### src/design/bfps_pkg.sv
package bfps_pkg;

  // Width of the byte position counter within one buffer.
  localparam int unsigned POS_BITS = 32;

  // Largest position value; a byte arriving there stops the walk.
  localparam logic [63:0] POS_MASK = (POS_BITS >= 64) ? {64{1'b1}}
                                   : ((64'd1 << POS_BITS) - 64'd1);

  localparam int unsigned PREFIX_BITS = 32;
  localparam int unsigned HDR_CNT_BITS = 5;

  // Header lengths and the byte offsets inside a header.
  localparam logic [HDR_CNT_BITS-1:0] HDR_LEN_SMALL = 5'd8;
  localparam logic [HDR_CNT_BITS-1:0] HDR_LEN_LARGE = 5'd16;
  localparam logic [HDR_CNT_BITS-1:0] HDR_TYPE_OFS  = 5'd4;

  // Output tdata: prefix_length, stop_reason, zero fill to whole bytes.
  localparam int unsigned OUT_DATA_BITS = 40;

  typedef enum logic [1:0] {
    STOP_NONE    = 2'd0,  // scanning, or ended on a box boundary
    STOP_PARTIAL = 2'd1,
    STOP_ZERO    = 2'd2,
    STOP_BELOW   = 2'd3
  } stop_e;

  // Expected type byte "mdat" for a given offset in the type field.
  function automatic logic [7:0] mdat_char(input logic [1:0] idx);
    logic [7:0] c;
    unique case (idx)
      2'd0:    c = 8'h6D;
      2'd1:    c = 8'h64;
      2'd2:    c = 8'h61;
      default: c = 8'h74;
    endcase
    return c;
  endfunction

endpackage

### src/design/bmff_fragment_prefix_scanner.sv
// Channel   Dir  tdata                                   tlast      tuser
// s_axis    in   [7:0] data_byte                         last_byte  -
// m_axis    out  [31:0] prefix_length, [33:32] stop_rsn  -          -
//
// One beat per cycle sustained while m_axis takes results: a byte is registered
// in the input register, then the box walker updates its state in a single
// pass (size shift, type compare, one 64-bit end/fit compute at header end, one
// position compare). The result register loads as the last beat is consumed.
// Reset clears control state only; stall of m_axis holds only the last beat
// of a buffer, all other beats keep flowing while a result waits.
module bmff_fragment_prefix_scanner
  import bfps_pkg::*;
(
  input  logic                     clk_i,
  input  logic                     rst_ni,
  input  logic                     s_axis_tvalid,
  output logic                     s_axis_tready,
  input  logic [7:0]               s_axis_tdata,   // [7:0] data_byte
  input  logic                     s_axis_tlast,   // last_byte
  output logic                     m_axis_tvalid,
  input  logic                     m_axis_tready,
  output logic [OUT_DATA_BITS-1:0] m_axis_tdata    // [31:0] prefix_length,
                                                   // [33:32] stop_reason, rest 0
);

  // input register
  logic       in_valid_q;
  logic [7:0] in_byte_q;
  logic       in_last_q;

  // walker state
  logic [POS_BITS-1:0]     byte_pos_q, byte_pos_d;
  logic [POS_BITS-1:0]     box_start_q, box_start_d;
  logic [HDR_CNT_BITS-1:0] hdr_cnt_q, hdr_cnt_d;
  logic [63:0]             box_size_q, box_size_d;
  logic                    large_q, large_d;
  logic                    mdat_q, mdat_d;
  logic [POS_BITS-1:0]     commit_q, commit_d;
  stop_e                   halt_q, halt_d;
  logic [POS_BITS-1:0]     box_end_q, box_end_d;   // start + size, valid with fit
  logic                    fit_q, fit_d;           // box end is reachable

  // output register
  logic                     out_valid_q;
  logic [OUT_DATA_BITS-1:0] out_data_q;

  logic proc;       // the byte in the input register is consumed this cycle
  logic emit;       // ...and it is the last byte of a buffer
  logic out_free;

  assign out_free      = !out_valid_q || m_axis_tready;
  assign proc          = in_valid_q && (!in_last_q || out_free);
  assign emit          = proc && in_last_q;
  assign s_axis_tready = !in_valid_q || proc;

  always_ff @(posedge clk_i or negedge rst_ni) begin
    if (!rst_ni) begin
      in_valid_q <= 1'b0;
    end else if (s_axis_tready) begin
      in_valid_q <= s_axis_tvalid;
    end
  end

  always_ff @(posedge clk_i) begin
    if (s_axis_tready && s_axis_tvalid) begin
      in_byte_q <= s_axis_tdata;
      in_last_q <= s_axis_tlast;
    end
  end

  // Walker next state
  logic                    fresh;
  logic                    large_cur;
  logic [63:0]             size_cur;
  logic                    mdat_cur;
  logic [POS_BITS-1:0]     start_cur;
  logic [HDR_CNT_BITS-1:0] hlen_cur, hlen_new, hc_inc;
  logic                    in_hdr;
  logic                    hdr_done;
  logic                    complete;
  logic [POS_BITS-1:0]     pos_inc;
  stop_e                   reason;

  always_comb begin
    byte_pos_d  = byte_pos_q;
    box_start_d = box_start_q;
    hdr_cnt_d   = hdr_cnt_q;
    box_size_d  = box_size_q;
    large_d     = large_q;
    mdat_d      = mdat_q;
    commit_d    = commit_q;
    halt_d      = halt_q;
    box_end_d   = box_end_q;
    fit_d       = fit_q;

    fresh     = (hdr_cnt_q == '0);
    large_cur = fresh ? 1'b0 : large_q;
    size_cur  = fresh ? 64'd0 : box_size_q;
    mdat_cur  = fresh ? 1'b0 : mdat_q;
    start_cur = fresh ? byte_pos_q : box_start_q;
    hlen_cur  = large_cur ? HDR_LEN_LARGE : HDR_LEN_SMALL;
    in_hdr    = (hdr_cnt_q < hlen_cur);
    hc_inc    = hdr_cnt_q + 5'd1;
    pos_inc   = byte_pos_q + POS_BITS'(1);
    hlen_new  = hlen_cur;
    hdr_done  = 1'b0;
    complete  = 1'b0;

    if (proc && halt_q == STOP_NONE) begin
      if (64'(byte_pos_q) == POS_MASK) begin
        // counter exhausted: the current box can never complete
        halt_d = STOP_PARTIAL;
      end else begin
        box_start_d = start_cur;
        large_d     = large_cur;
        box_size_d  = size_cur;
        mdat_d      = mdat_cur;
        if (in_hdr) begin
          if (hdr_cnt_q < HDR_TYPE_OFS || hdr_cnt_q >= HDR_LEN_SMALL) begin
            box_size_d = {size_cur[55:0], in_byte_q};
          end else begin
            mdat_d = ((hdr_cnt_q == HDR_TYPE_OFS) ? 1'b1 : mdat_cur)
                     && (in_byte_q == mdat_char(hdr_cnt_q[1:0]));
          end
          hdr_cnt_d = hc_inc;
          if (hc_inc == HDR_LEN_SMALL && !large_cur) begin
            if (box_size_d == 64'd0) begin
              halt_d = STOP_ZERO;
            end else if (box_size_d == 64'd1) begin
              // 64-bit large size follows
              large_d    = 1'b1;
              box_size_d = 64'd0;
            end else if (box_size_d < 64'(HDR_LEN_SMALL)) begin
              halt_d = STOP_BELOW;
            end
          end else if (hc_inc == HDR_LEN_LARGE && large_cur) begin
            if (box_size_d < 64'(HDR_LEN_LARGE)) begin
              halt_d = STOP_BELOW;
            end
          end
          hlen_new = large_d ? HDR_LEN_LARGE : HDR_LEN_SMALL;
          hdr_done = (hc_inc == hlen_new) && (halt_d == STOP_NONE);
          if (hdr_done) begin
            box_end_d = start_cur + box_size_d[POS_BITS-1:0];
            fit_d     = box_size_d <= (POS_MASK - 64'(start_cur));
            complete  = (box_size_d == 64'(hlen_new));
          end
        end else begin
          complete = fit_q && (pos_inc == box_end_q);
        end
        if (complete) begin
          if (mdat_d) begin
            commit_d = pos_inc;
          end
          hdr_cnt_d = '0;
        end
        byte_pos_d = pos_inc;
      end
    end

    if (halt_d != STOP_NONE) begin
      reason = halt_d;
    end else begin
      reason = (hdr_cnt_d == '0) ? STOP_NONE : STOP_PARTIAL;
    end
  end

  always_ff @(posedge clk_i or negedge rst_ni) begin
    if (!rst_ni) begin
      byte_pos_q  <= '0;
      box_start_q <= '0;
      hdr_cnt_q   <= '0;
      box_size_q  <= '0;
      large_q     <= 1'b0;
      mdat_q      <= 1'b0;
      commit_q    <= '0;
      halt_q      <= STOP_NONE;
      box_end_q   <= '0;
      fit_q       <= 1'b0;
    end else if (emit) begin
      // buffer finished: start afresh
      byte_pos_q  <= '0;
      box_start_q <= '0;
      hdr_cnt_q   <= '0;
      box_size_q  <= '0;
      large_q     <= 1'b0;
      mdat_q      <= 1'b0;
      commit_q    <= '0;
      halt_q      <= STOP_NONE;
      box_end_q   <= '0;
      fit_q       <= 1'b0;
    end else begin
      byte_pos_q  <= byte_pos_d;
      box_start_q <= box_start_d;
      hdr_cnt_q   <= hdr_cnt_d;
      box_size_q  <= box_size_d;
      large_q     <= large_d;
      mdat_q      <= mdat_d;
      commit_q    <= commit_d;
      halt_q      <= halt_d;
      box_end_q   <= box_end_d;
      fit_q       <= fit_d;
    end
  end

  // Result register
  always_ff @(posedge clk_i or negedge rst_ni) begin
    if (!rst_ni) begin
      out_valid_q <= 1'b0;
    end else if (emit) begin
      out_valid_q <= 1'b1;
    end else if (m_axis_tready) begin
      out_valid_q <= 1'b0;
    end
  end

  always_ff @(posedge clk_i) begin
    if (emit) begin
      out_data_q <= {6'd0, reason, PREFIX_BITS'(64'(commit_d))};
    end
  end

  assign m_axis_tvalid = out_valid_q;
  assign m_axis_tdata  = out_data_q;

  // Checks
  a_result_from_last: assert property (@(posedge clk_i) disable iff (!rst_ni)
    $rose(m_axis_tvalid) |-> $past(emit))
    else $error("result appeared without a last byte");

  a_hdr_cnt_range: assert property (@(posedge clk_i) disable iff (!rst_ni)
    hdr_cnt_q <= HDR_LEN_LARGE)
    else $error("header count out of range");

  a_clear_after_last: assert property (@(posedge clk_i) disable iff (!rst_ni)
    emit |=> (byte_pos_q == '0 && halt_q == STOP_NONE && commit_q == '0))
    else $error("state not cleared after last byte");

  a_halt_freezes_pos: assert property (@(posedge clk_i) disable iff (!rst_ni)
    (halt_q != STOP_NONE && !emit) |=> $stable(byte_pos_q))
    else $error("position moved after stop");

  a_commit_bounded: assert property (@(posedge clk_i) disable iff (!rst_ni)
    commit_q <= byte_pos_q)
    else $error("committed end beyond position");

endmodule

### config.mk
export PLATFORM = sky130hd
export DESIGN_NAME = bmff_fragment_prefix_scanner
export DESIGN_NICKNAME = d
export VERILOG_FILES = /design/src/design/bfps_pkg.sv /design/src/design/bmff_fragment_prefix_scanner.sv
export SDC_FILE = /design/constraint.sdc
export NUM_CORES = 1
export LEC_CHECK = 0
export ABC_CLOCK_PERIOD_IN_PS = 13100
export BUFFER_PORTS_ARGS = -buffer_cell sky130_fd_sc_hd__buf_2
export CAP_MARGIN = 20
export CORE_MARGIN = 3
export CORE_UTILIZATION = 45
export CTS_CLUSTER_SIZE = 30
export DETAILED_ROUTE_END_ITERATION = 16
export GPL_TIMING_DRIVEN = 0
export SLEW_MARGIN = 20
export SYNTH_ARGS = -nofsm -noshare
export SYNTH_HDL_FRONTEND = slang
export SYNTH_SLANG_ARGS = --single-unit
export TNS_END_PERCENT = 100
### constraint.sdc
create_clock -name clk_i -period 13.1 [get_ports clk_i]
set_clock_uncertainty 0.15 [all_clocks]
set_input_delay 1.31 -clock clk_i [delete_from_list [all_inputs] [get_ports clk_i]]
set_output_delay 1.31 -clock clk_i [all_outputs]
set_load 0.1 [all_outputs]
==> impl_metrics.yaml, run 1 <==
setup_path:
  cp.required_ns: 13.45
  crit-reg2reg-launch: "hdr_cnt_q[0]"
  worst-setup-path-type: "reg2reg"
  worst-path-max-fanout: 10
  worst_r2r_endpoint: "box_end_q[20]"
  worst_setup_path_end_kind: "flop"
  reg2regPathDepth: 22
  data_arrival_time_of_the_critical_path_ns: 6.65
  critical_path.startpoint_type: "flop"
  regToRegSetupSlack_ns: 6.80
finish:
  num-fill-cells: 3025
  layout_commonest_cell: "sky130_fd_sc_hd__dfrtp_1"
  n_antenna_cell: 0
  finalNonFillerCells: 2119
  most-common-layout-cells: "sky130_fd_sc_hd__dfrtp_1 (204), sky130_fd_sc_hd__nand2_1 (192), sky130_fd_sc_hd__nor2_1 (158)"
  fin_nets: 1712
  syn_to_final_growth_pct: 13.5
  seq_area_um2: 6400
  layout-drive-gt1-share: 0.135
  multi_input_gate_area_in_the_final_layout_um2: 7900
route:
  wl_per_cell_um: 21.5
  drt_wl_total_um: 45500
  routed_via_density: 5.85
  first_iteration_detailed_routing_drc_count: 1235
  dr_total_vias: 12388
  drt_pass1_iterations: 6
  antenna_violating_nets_post_route: 0
  drt_drc_violations_left: 0
power_and_ir_drop:
  cell_internal_pwr_uw: 1720
  power.share.sequential: 0.338
  total_switching_power_uw: 1020
  p_comb_frac: 0.320
  power_density_over_the_cells_nw_per_um2: 162
  swShare: 0.372
  total_leakage_power_uw: 0.00774
  peakVddDrop_v: 0.000124
  relative_contribution_of_the_clock_network_to_total_power: 0.342
timing:
  post-route-period-util: 0.481
  grt_setup_unrepaired: "no"
  maxClockFrequency_mhz: 159
  timing_hold_violations_final: 0
  slew_violations: 0
  totalNegativeSetupSlack_ns: 0
  post-route-min-period_ns: 6.30
  finalSetupViolations: 0
  timing.max_slew.rel_slack: 0.221
  tightestPinTransition_ns: 1.16
cts:
  clkSinkCount: 247
  cts_max_path_buffers: 3
  cts.repair_timing.setup_buffer_count: 0
  cts-htree-levels: 1
  hold_buffers: 0
  cts_tree: "yes"
  clk_transition_reported_paths_ns: 0.06
  cts.root.buffer_cell: "sky130_fd_sc_hd__clkbuf_16"
  worstSkewPairLatency_ns: 0.58
  numCtsBuffers: 30
  cts-resized-gates: 0
synthesis:
  yosys.cell_types.count: 83
  yosys_register_bits: 247
  ys_seq_area_frac: 0.430
  synth_cells: 1572
  synthArstFlopShare: 0.826
  yosys_most_used_dff: "sky130_fd_sc_hd__dfrtp_1"
  post_synth.cell_area_avg_um2: 9.46
  post_synth_instance_area_um2: 14900
  yosys_warnings: 0
  synth_enable_flop_cells: 43
hold_path:
  worst_hold_path_type: "reg2reg"
  min_to: "box_start_q[14]"
  number_of_cells_on_the_worst_hold_path: 2
  hold_path.startpoint: "box_start_q[14]"
floorplanning:
  fp.dieH_um: 188
  rows: 65
  floorplan.die_area_um2: 35300
  design.core.area_um2: 32000
  starting_utilization_of_the_core_area: 0.464
  num_io_pins: 55
  die_extent_in_x_um: 188
place:
  routabilityCongestion: 0.950
  numPortBuffers: 48
  hpwlAfterDp_um: 34300
  inst_count_dp: 2063
global_route:
  grt_remaining_overflow: 0
  grt_use_total: 0.257
  first_global_vias: 11960
  grt_pass1_wl_um: 71500
  number_of_antenna_violations_at_the_first_check_in_global_routing: 0
  grt_max_degree: 83
outcome:
  run_status: "complete, no violations"
flow_run:
  cap_viol_max_count: 0
==> metal layers <==
| metal | up-vias | part of all wire | wire (um) | global-route usage |
|---|---|---|---|---|
| met5 | - | 0 | 0 | 0 |
| met2 | 466 | 0.45 | 20300 | 0.402 |
| met1 | 6010 | 0.45 | 20500 | 0.364 |
| met3 | 113 | 0.058 | 2640 | 0.0350 |
| met4 | 0 | 0.046 | 2110 | 0.0987 |
| li1 | 5799 | - | - | - |
==> state kept, by name, summed over array words and instances, names as in the netlist, 2 cells and up <==
register	flops
m_axis_tdata	34
box_end_q	32
in_byte_q	8
box_start_q	32
byte_pos_q	32
hdr_cnt_q	5
halt_q	2
commit_q	32
box_size_q	64
==> critical path, cell delays in order (launching register included) <==
cell                       delay [ns]
sky130_fd_sc_hd__dfrtp_1         0.37
sky130_fd_sc_hd__clkbuf_1        0.32
sky130_fd_sc_hd__inv_1           0.17
sky130_fd_sc_hd__ha_1            0.29
sky130_fd_sc_hd__o21ai_1         0.64
sky130_fd_sc_hd__clkbuf_1        0.45
sky130_fd_sc_hd__o31ai_1         0.13
sky130_fd_sc_hd__and3_1          0.30
sky130_fd_sc_hd__nand3_1         0.19
sky130_fd_sc_hd__a21boi_0        0.61
sky130_fd_sc_hd__ha_1            0.29
sky130_fd_sc_hd__inv_1           0.07
sky130_fd_sc_hd__fa_1            0.47
sky130_fd_sc_hd__nor2b_1         0.13
sky130_fd_sc_hd__o21a_1          0.12
sky130_fd_sc_hd__o21ai_0         0.13
sky130_fd_sc_hd__and2_1          0.24
sky130_fd_sc_hd__o21ai_0         0.27
sky130_fd_sc_hd__a21boi_0        0.23
sky130_fd_sc_hd__o21ai_0         0.26
sky130_fd_sc_hd__xor2_1          0.20
sky130_fd_sc_hd__mux2i_1         0.09
sky130_fd_sc_hd__nor2_1          0.10
==> how the worst max path moves through the flow <==
stage,endpoint,startpoint,cells past startpoint
2_1_floorplan,box_end_q[20],hdr_cnt_q[0],22
3_3_place_gp,box_end_q[30],hdr_cnt_q[0],22
3_5_place_dp,box_end_q[20],hdr_cnt_q[4],20
4_1_cts,box_end_q[20],hdr_cnt_q[4],20
5_1_grt,box_end_q[20],hdr_cnt_q[0],22
6_report,box_end_q[20],hdr_cnt_q[0],22
==> cells in the mapped netlist, types with 23 or more instances <==
cell type | number | area [um2]
sky130_fd_sc_hd__ha_1 | 38 | 475
sky130_fd_sc_hd__mux2_4 | 28 | 420
sky130_fd_sc_hd__o21ai_0 | 42 | 210
sky130_fd_sc_hd__nand3_1 | 51 | 255
sky130_fd_sc_hd__nor3_1 | 35 | 175
sky130_fd_sc_hd__mux2i_1 | 33 | 330
sky130_fd_sc_hd__nand2_1 | 192 | 721
sky130_fd_sc_hd__mux2_2 | 34 | 383
sky130_fd_sc_hd__and2_1 | 36 | 225
sky130_fd_sc_hd__edfxtp_1 | 43 | 1290
sky130_fd_sc_hd__xnor2_1 | 56 | 490
sky130_fd_sc_hd__nor4_1 | 23 | 144
sky130_fd_sc_hd__nor2_1 | 158 | 593
sky130_fd_sc_hd__clkbuf_1 | 76 | 285
sky130_fd_sc_hd__xor2_1 | 53 | 464
sky130_fd_sc_hd__a21oi_1 | 102 | 510
sky130_fd_sc_hd__nand4_1 | 28 | 175
sky130_fd_sc_hd__dfrtp_1 | 204 | 5100
sky130_fd_sc_hd__a22oi_1 | 33 | 248
==> area by class of cell <==
class,instances,area share
buffer,109,0.0317
clock buffer,33,0.0464
clock inverter,23,0.0196
inverter,22,0.00489
multi-input combinational,1199,0.468
sequential,247,0.379
tap,435,0.0322
timing repair buffer,51,0.0185
==> stage by stage <==
stage	util	total power [uW]	setup slack [ns]	area (um2)	hold WS (ns)
after global placement	0.489	1780	5.53	15700	0.348
final	0.527	2730	6.80	16900	0.368
after floorplan	-	1520	7.99	14900	0.325
after global routing	0.527	2860	6.24	16900	0.383
after CTS	0.527	2730	6.79	16900	0.371
after detailed placement	0.492	1790	6.83	15800	0.362
==> cell families (layout without fill, tap and decap cells) <==
family                     after synthesis  after routing  synth area share
AOI/OAI and AO/OA                      308            308             0.135
and+or+nand+nor                        637            637             0.212
adders and majority gates               39             39            0.0333
buffers and inverters                  131            238            0.0412
other                                    1              6          0.000252
muxes                                   95             95            0.0762
DFF                                    247            247             0.430
xor gates and xnor gates               114            114            0.0718
==> power by group through the flow <==
stage / Sequential, uW / Combinational [uW] / Clock (uW)
6_report: 923 / 874 / 936
5_1_grt: 930 / 943 / 987
4_1_cts: 919 / 863 / 949
3_5_place_dp: 932 / 859 / 0
3_3_place_gp: 932 / 848 / 0
2_1_floorplan: 948 / 567 / 0
Note: power is estimated with default switching activity, not from simulation.
==> run 2, diff against run 1 <==
ABC_AREA = 1   (was default)
ABC_CLOCK_PERIOD_IN_PS = 5300   (was 13100)
clock period = 5.3 ns   (was 13.1 ns; I/O delays follow)
==> run 2 against run 1 <==
First-iteration DRC count decreased by 7.7%. Sequential cell count unchanged. Die area decreased by 1.7%. Clock power increased by 120%. Sequential power increased to 2.7 times the previous value. Cell count increased by 18%. Total power increased to 3.0 times the previous value. Synthesized cell count increased by 24%. Count of clock-buffer cells in the layout increased by 5. Hold slack got worse by 0.35 ns. Synthesized area decreased by 1.8%.
==> impl_metrics.yaml, run 2 <==
power_and_ir_drop:
  power_density_over_the_cells_nw_per_um2: 489
  peakVddDrop_v: 0.000322
  total_leakage_power_uw: 0.00779
synthesis:
  post_synth_instance_area_um2: 14600
  synth_enable_flop_cells: 43
  post-synth-top-count-cell: "sky130_fd_sc_hd__nand2_1"
  yosys_register_bits: 247
  post_synth.cell_area_avg_um2: 7.50
  yosys_warnings: 0
  ys_seq_area_frac: 0.438
  portion_of_synthesized_cell_area_occupied_by_the_leading_cell_type: 0.349
  yosys.cell_types.count: 50
  synthTopCellsByCount: "sky130_fd_sc_hd__nand2_1 (499), sky130_fd_sc_hd__inv_1 (206), sky130_fd_sc_hd__dfrtp_1 (204), sky130_fd_sc_hd__nand3_1 (156), sky130_fd_sc_hd__nor2_1 (156)"
  synth_cells: 1947
  synthArstFlopShare: 0.826
  synth_top_cell_by_area: "sky130_fd_sc_hd__dfrtp_1"
  synth_top_cells_by_area: "sky130_fd_sc_hd__dfrtp_1 (35%), sky130_fd_sc_hd__nand2_1 (13%), sky130_fd_sc_hd__edfxtp_1 (8.8%)"
  yosys_most_used_dff: "sky130_fd_sc_hd__dfrtp_1"
place:
  detailedPlace.worstSlack_ns: -0.972
  routabilityCongestion: 0.943
  numPortBuffers: 48
  dpl_cell_area_um2: 15500
  hpwlAfterDp_um: 36200
floorplanning:
  rows: 65
  die_extent_in_x_um: 186
  design.core.area_um2: 31800
  floorplan.die_area_um2: 34700
  fp.dieH_um: 186
  starting_utilization_of_the_core_area: 0.459
  num_io_pins: 55
setup_path:
  worst-path-max-fanout: 10
  critPathMostFrequentCell: "sky130_fd_sc_hd__nand2_1"
  cpMaxStageDelayCell: "sky130_fd_sc_hd__fa_1"
  worst-setup-path-type: "reg2reg"
  worst_setup_path_end_kind: "flop"
  cp.required_ns: 5.58
  regToRegSetupSlack_ns: 0.25
  data_arrival_time_of_the_critical_path_ns: 5.33
  max_stage_delay_ns: 0.47
  critical_path.startpoint_type: "flop"
  reg2regPathDepth: 29
global_route:
  grt_use_total: 0.276
  grt_pass1_wl_um: 74400
  first_global_vias: 13356
  grt_remaining_overflow: 0
  number_of_antenna_violations_at_the_first_check_in_global_routing: 0
  grt_max_degree: 71
cts:
  cts_max_path_buffers: 3
  cts_tree: "yes"
  cts-htree-levels: 1
  clk_transition_reported_paths_ns: 0.06
  clkSinkCount: 247
  numCtsBuffers: 29
  cts.root.buffer_cell: "sky130_fd_sc_hd__clkbuf_16"
  worstSkewPairLatency_ns: 0.56
finish:
  finalCoreUtilization: 0.526
  fin_nets: 2105
  n_antenna_cell: 0
  max_flop_register: "box_size_q"
  num-fill-cells: 3144
  layout_commonest_cell: "sky130_fd_sc_hd__nand2_1"
  most-common-layout-cells: "sky130_fd_sc_hd__nand2_1 (495), sky130_fd_sc_hd__inv_1 (205), sky130_fd_sc_hd__dfrtp_1 (203)"
  syn_to_final_growth_pct: 14.4
  largest_register_ff_count: 64
  postLayoutCellArea_um2: 16700
  layout-drive-gt1-share: 0.0867
route:
  drt_wl_total_um: 47800
  drt_pass1_iterations: 6
  wl_per_cell_um: 19.1
  dr_total_vias: 13865
  routed_via_density: 5.52
  antenna_violating_nets_post_route: 0
  drt_drc_violations_left: 0
  first_iteration_detailed_routing_drc_count: 1140
timing:
  maxClockFrequency_mhz: 198
  finalSetupViolations: 0
  grt_setup_unrepaired: "no"
  hold_ws_ns: 0.0141
  post-route-min-period_ns: 5.05
  totalNegativeSetupSlack_ns: 0
  timing_hold_violations_final: 0
  setup_slack_ns: 0.247
  tightestPinTransition_ns: 0.882
  post-route-period-util: 0.953
  slew_violations: 0
  timing.max_slew.rel_slack: 0.412
outcome:
  run_status: "complete, no violations"
flow_run:
  cap_viol_max_count: 0
hold_path:
  worst_hold_path_type: "in2reg"
  number_of_cells_on_the_worst_hold_path: 1
[run 2: cell count changes after synthesis, moves of 33 or more]
cell	delta
sky130_fd_sc_hd__nand2_1	+307
sky130_fd_sc_hd__inv_1	+184
sky130_fd_sc_hd__o22ai_1	+106
sky130_fd_sc_hd__nand3_1	+105
sky130_fd_sc_hd__o21ai_0	+85
sky130_fd_sc_hd__xnor2_1	-41
sky130_fd_sc_hd__mux2_2	-34
sky130_fd_sc_hd__a22oi_1	-33
sky130_fd_sc_hd__and2_1	-33
sky130_fd_sc_hd__mux2i_1	-33
[run 2: stage by stage]
step / std cells / power, uW
floorplan: 1952 / 4880
global placement: 2435 / 5940
detailed placement: 2438 / 5960
CTS: 2503 / 8090
global route: 2511 / 8680
finish: 2511 / 8180
[run 2: worst max-delay path, delay by kind of cell, from the launching register on]
family	cells	cell delay [ns]
AOI/OAI and AO/OA	7	1.36
xor gates and xnor gates	1	0.18
adders and majority gates	3	0.85
buffers and inverters	5	0.58
DFF	1	0.42
and+or+nand+nor	13	1.37
[run 2: per-layer routing]
layer  wire [um]  share of wire  GRT usage
met5           0              0          0
met4        1670          0.035     0.0944
met3        2880          0.060     0.0317
met2       23100           0.48      0.478
met1       20100           0.42      0.360
[run 2: cell families (layout without fill, tap and decap cells)]
kind of cell / after synthesis / count (layout) / share of synthesized area
flip-flops: 247 / 247 / 0.438
other: 1 / 6 / 0.000257
XOR/XNOR: 54 / 54 / 0.0324
buffers and inverters: 306 / 430 / 0.0833
adder cells (fa/ha/maj): 39 / 39 / 0.0339
AND/OR/NAND/NOR: 895 / 895 / 0.258
AO/OA/AOI/OAI: 405 / 405 / 0.154
[run 2: area by class of cell]
cell class	instances	area, um2	area share
clock buffer	38	769	0.0460
sequential	247	6400	0.383
buffer	94	439	0.0263
multi-input combinational	1399	7100	0.425
inverter	212	796	0.0476
clock inverter	16	179	0.0107
tap	435	544	0.0326
timing repair buffer	70	488	0.0292
[run 2: repair_timing]
item | CTS | global route
hold buffers | 8 | 0
setup buffers | 3 | 8
setup endpoints to repair | 12 | 5
gates resized for setup | 23 | 15
hold endpoints to repair | 73 | 0
pin swaps | 3 | 7
[run 2: where the power goes]
group / leakage (uW) / internal [uW] / total [uW] / switching [uW]
combinational: 0.00411 / 1110 / 3690 / 2580
sequential: 0.00321 / 2240 / 2450 / 216
clock: 0.000469 / 1210 / 2040 / 826
total: 0.00779 / 4560 / 8180 / 3620
[run 2: path summary, 6_finish.rpt]
check / from / to
worst min-delay path: s_axis_tdata[5] / in_byte_q[5]
max in group asynchronous: rst_ni / hdr_cnt_q[1]
worst min register to register: box_start_q[29] / box_start_q[29]
worst max register to register: hdr_cnt_q[0] / box_end_q[26]
min in group asynchronous: rst_ni / commit_q[21]
worst max-delay path: hdr_cnt_q[0] / box_end_q[26]
==> run 3, diff against run 2 <==
ABC_CLOCK_PERIOD_IN_PS = 5500   (was 5300)
clock period = 5.5 ns   (was 5.3 ns; I/O delays follow)
==> run 3 against run 2 <==
Critical path depth stayed put. Largest cell class unchanged. Combinational power decreased by 5%. Count of clock-buffer cells in the layout unchanged. Sequential power down 4%. Clock power down 4%.
==> impl_metrics.yaml, run 3 (synthesis gave the netlist of run 2 again) <==
finish:
  layout_commonest_cell: "sky130_fd_sc_hd__nand2_1"
  max_flop_register: "box_size_q"
  num-fill-cells: 3155
  n_antenna_cell: 0
  finalNonFillerCells: 2497
  finalCoreUtilization: 0.521
  multi_input_gate_area_in_the_final_layout_um2: 7090
  fin_nets: 2091
  layout-drive-gt1-share: 0.0824
  seq_area_um2: 6400
  syn_to_final_growth_pct: 13.4
  largest_register_ff_count: 64
  most-common-layout-cells: "sky130_fd_sc_hd__nand2_1 (496), sky130_fd_sc_hd__inv_1 (205), sky130_fd_sc_hd__dfrtp_1 (204)"
route:
  antenna_violating_nets_post_route: 0
  drt_wl_total_um: 47700
  wl_per_cell_um: 19.1
  drt_pass1_iterations: 6
  routed_via_density: 5.54
  drt_drc_violations_left: 0
  dr_total_vias: 13827
  first_iteration_detailed_routing_drc_count: 1201
timing:
  timing.max_slew.rel_slack: 0.422
  maxClockFrequency_mhz: 188
  hold_ws_ns: 0.0249
  setup_slack_ns: 0.169
  timing_hold_violations_final: 0
  tightestPinTransition_ns: 0.867
  slew_violations: 0
  grt_setup_unrepaired: "yes"
  finalSetupViolations: 0
  post-route-period-util: 0.969
  post-route-min-period_ns: 5.33
floorplanning:
  fp.dieH_um: 186
  design.core.area_um2: 31800
  starting_utilization_of_the_core_area: 0.459
  rows: 65
  die_extent_in_x_um: 186
  floorplan.die_area_um2: 34700
  num_io_pins: 55
setup_path:
  worst_setup_path_end_kind: "flop"
  crit-reg2reg-launch: "hdr_cnt_q[1]"
  reg2regPathDepth: 29
  critPathMostFrequentCell: "sky130_fd_sc_hd__nand2_1"
  critical_path.startpoint: "hdr_cnt_q[1]"
  cp.required_ns: 5.82
  worst-setup-path-type: "reg2reg"
  data_arrival_time_of_the_critical_path_ns: 5.65
  cpMaxStageDelayCell: "sky130_fd_sc_hd__dfrtp_1"
  critical_path.startpoint_type: "flop"
  worst-path-max-fanout: 10
  max_stage_delay_ns: 0.45
cts:
  worstSkewPairLatency_ns: 0.56
  clk_transition_reported_paths_ns: 0.06
  cts_max_path_buffers: 3
  clkSinkCount: 247
  cts-htree-levels: 1
  numCtsBuffers: 29
  cts.root.buffer_cell: "sky130_fd_sc_hd__clkbuf_16"
  cts_tree: "yes"
place:
  routabilityCongestion: 0.943
  hpwlAfterDp_um: 36200
  numPortBuffers: 48
  detailedPlace.worstSlack_ns: -0.772
  inst_count_dp: 2438
flow_run:
  cap_viol_max_count: 0
global_route:
  grt_use_total: 0.275
  first_global_vias: 13283
  grt_remaining_overflow: 0
  grt_pass1_wl_um: 74100
  number_of_antenna_violations_at_the_first_check_in_global_routing: 0
  grt_max_degree: 71
power_and_ir_drop:
  total_leakage_power_uw: 0.00772
  peakVddDrop_v: 0.000307
  power_density_over_the_cells_nw_per_um2: 473
hold_path:
  number_of_cells_on_the_worst_hold_path: 1
  hold_path.startpoint: "s_axis_tdata[6]"
  worst_hold_path_type: "in2reg"
outcome:
  run_status: "complete, no violations"
## run 3: changes by cell type in the layout (fill, tap and decap cells not counted), moves of 2 or more
cell / before / now
sky130_fd_sc_hd__o21ai_1: 16 / 14
sky130_fd_sc_hd__o21ai_0: 122 / 124
sky130_fd_sc_hd__buf_4: 21 / 13
sky130_fd_sc_hd__dlygate4sd3_1: 8 / 1
sky130_fd_sc_hd__clkbuf_4: 4 / 2
sky130_fd_sc_hd__buf_2: 63 / 66
## run 3: what timing repair did
item	4_1_cts	5_1_grt
hold buffers	1	0
pin swaps	0	4
hold endpoints to repair	66	0
setup buffers	0	4
resized for setup	14	16
setup endpoints to repair	10	6
## run 3: critical path: cells and delay by family, from the launching register on
kind            cells  cell delay (ns)
compound gates      9             1.85
fa+ha+maj           2             0.38
flops               1             0.45
xor+xnor            1             0.17
simple gates       13             1.73
buf+inv             4             0.51
## run 3: stage by stage
stage,TNS [ns],total power [uW],cell area (um2)
5_1_grt,-0.0108,8320,16600
3_5_place_dp,-3.62,5750,15500
4_1_cts,0,7770,16500
3_3_place_gp,-12.73,5720,15400
6_report,0,7840,16600
2_1_floorplan,0,4700,14600
## run 3: final cells by class
class / count / share of cell area
Clock inverter: 16 / 0.0108
Inverter: 212 / 0.0480
Multi-Input combinational cell: 1399 / 0.428
Timing Repair Buffer: 56 / 0.0220
Tap cell: 435 / 0.0328
Buffer: 94 / 0.0261
Sequential cell: 247 / 0.386
Clock buffer: 38 / 0.0464
## run 3: per-layer routing
metal,up-vias,global-route usage,wire (um)
li1,6701,-,-
met1,6597,0.360,20400
met2,429,0.476,22900
met3,100,0.0325,2680
met4,0,0.0923,1640
met5,-,0,0
## run 3: worst paths after layout
check	endpoint	slack, ns
max in group asynchronous	hdr_cnt_q[1]	3.72
min in group asynchronous	commit_q[21]	0.37
hold / removal	in_byte_q[6]	0.02
setup reg to reg	box_end_q[29]	0.17
setup / recovery	box_end_q[29]	0.17
hold reg to reg	box_start_q[29]	0.32
## run 3: report_power, final
group          switching (uW)  internal, uW
Sequential                208          2160
Combinational            2480          1030
Clock                     791          1170
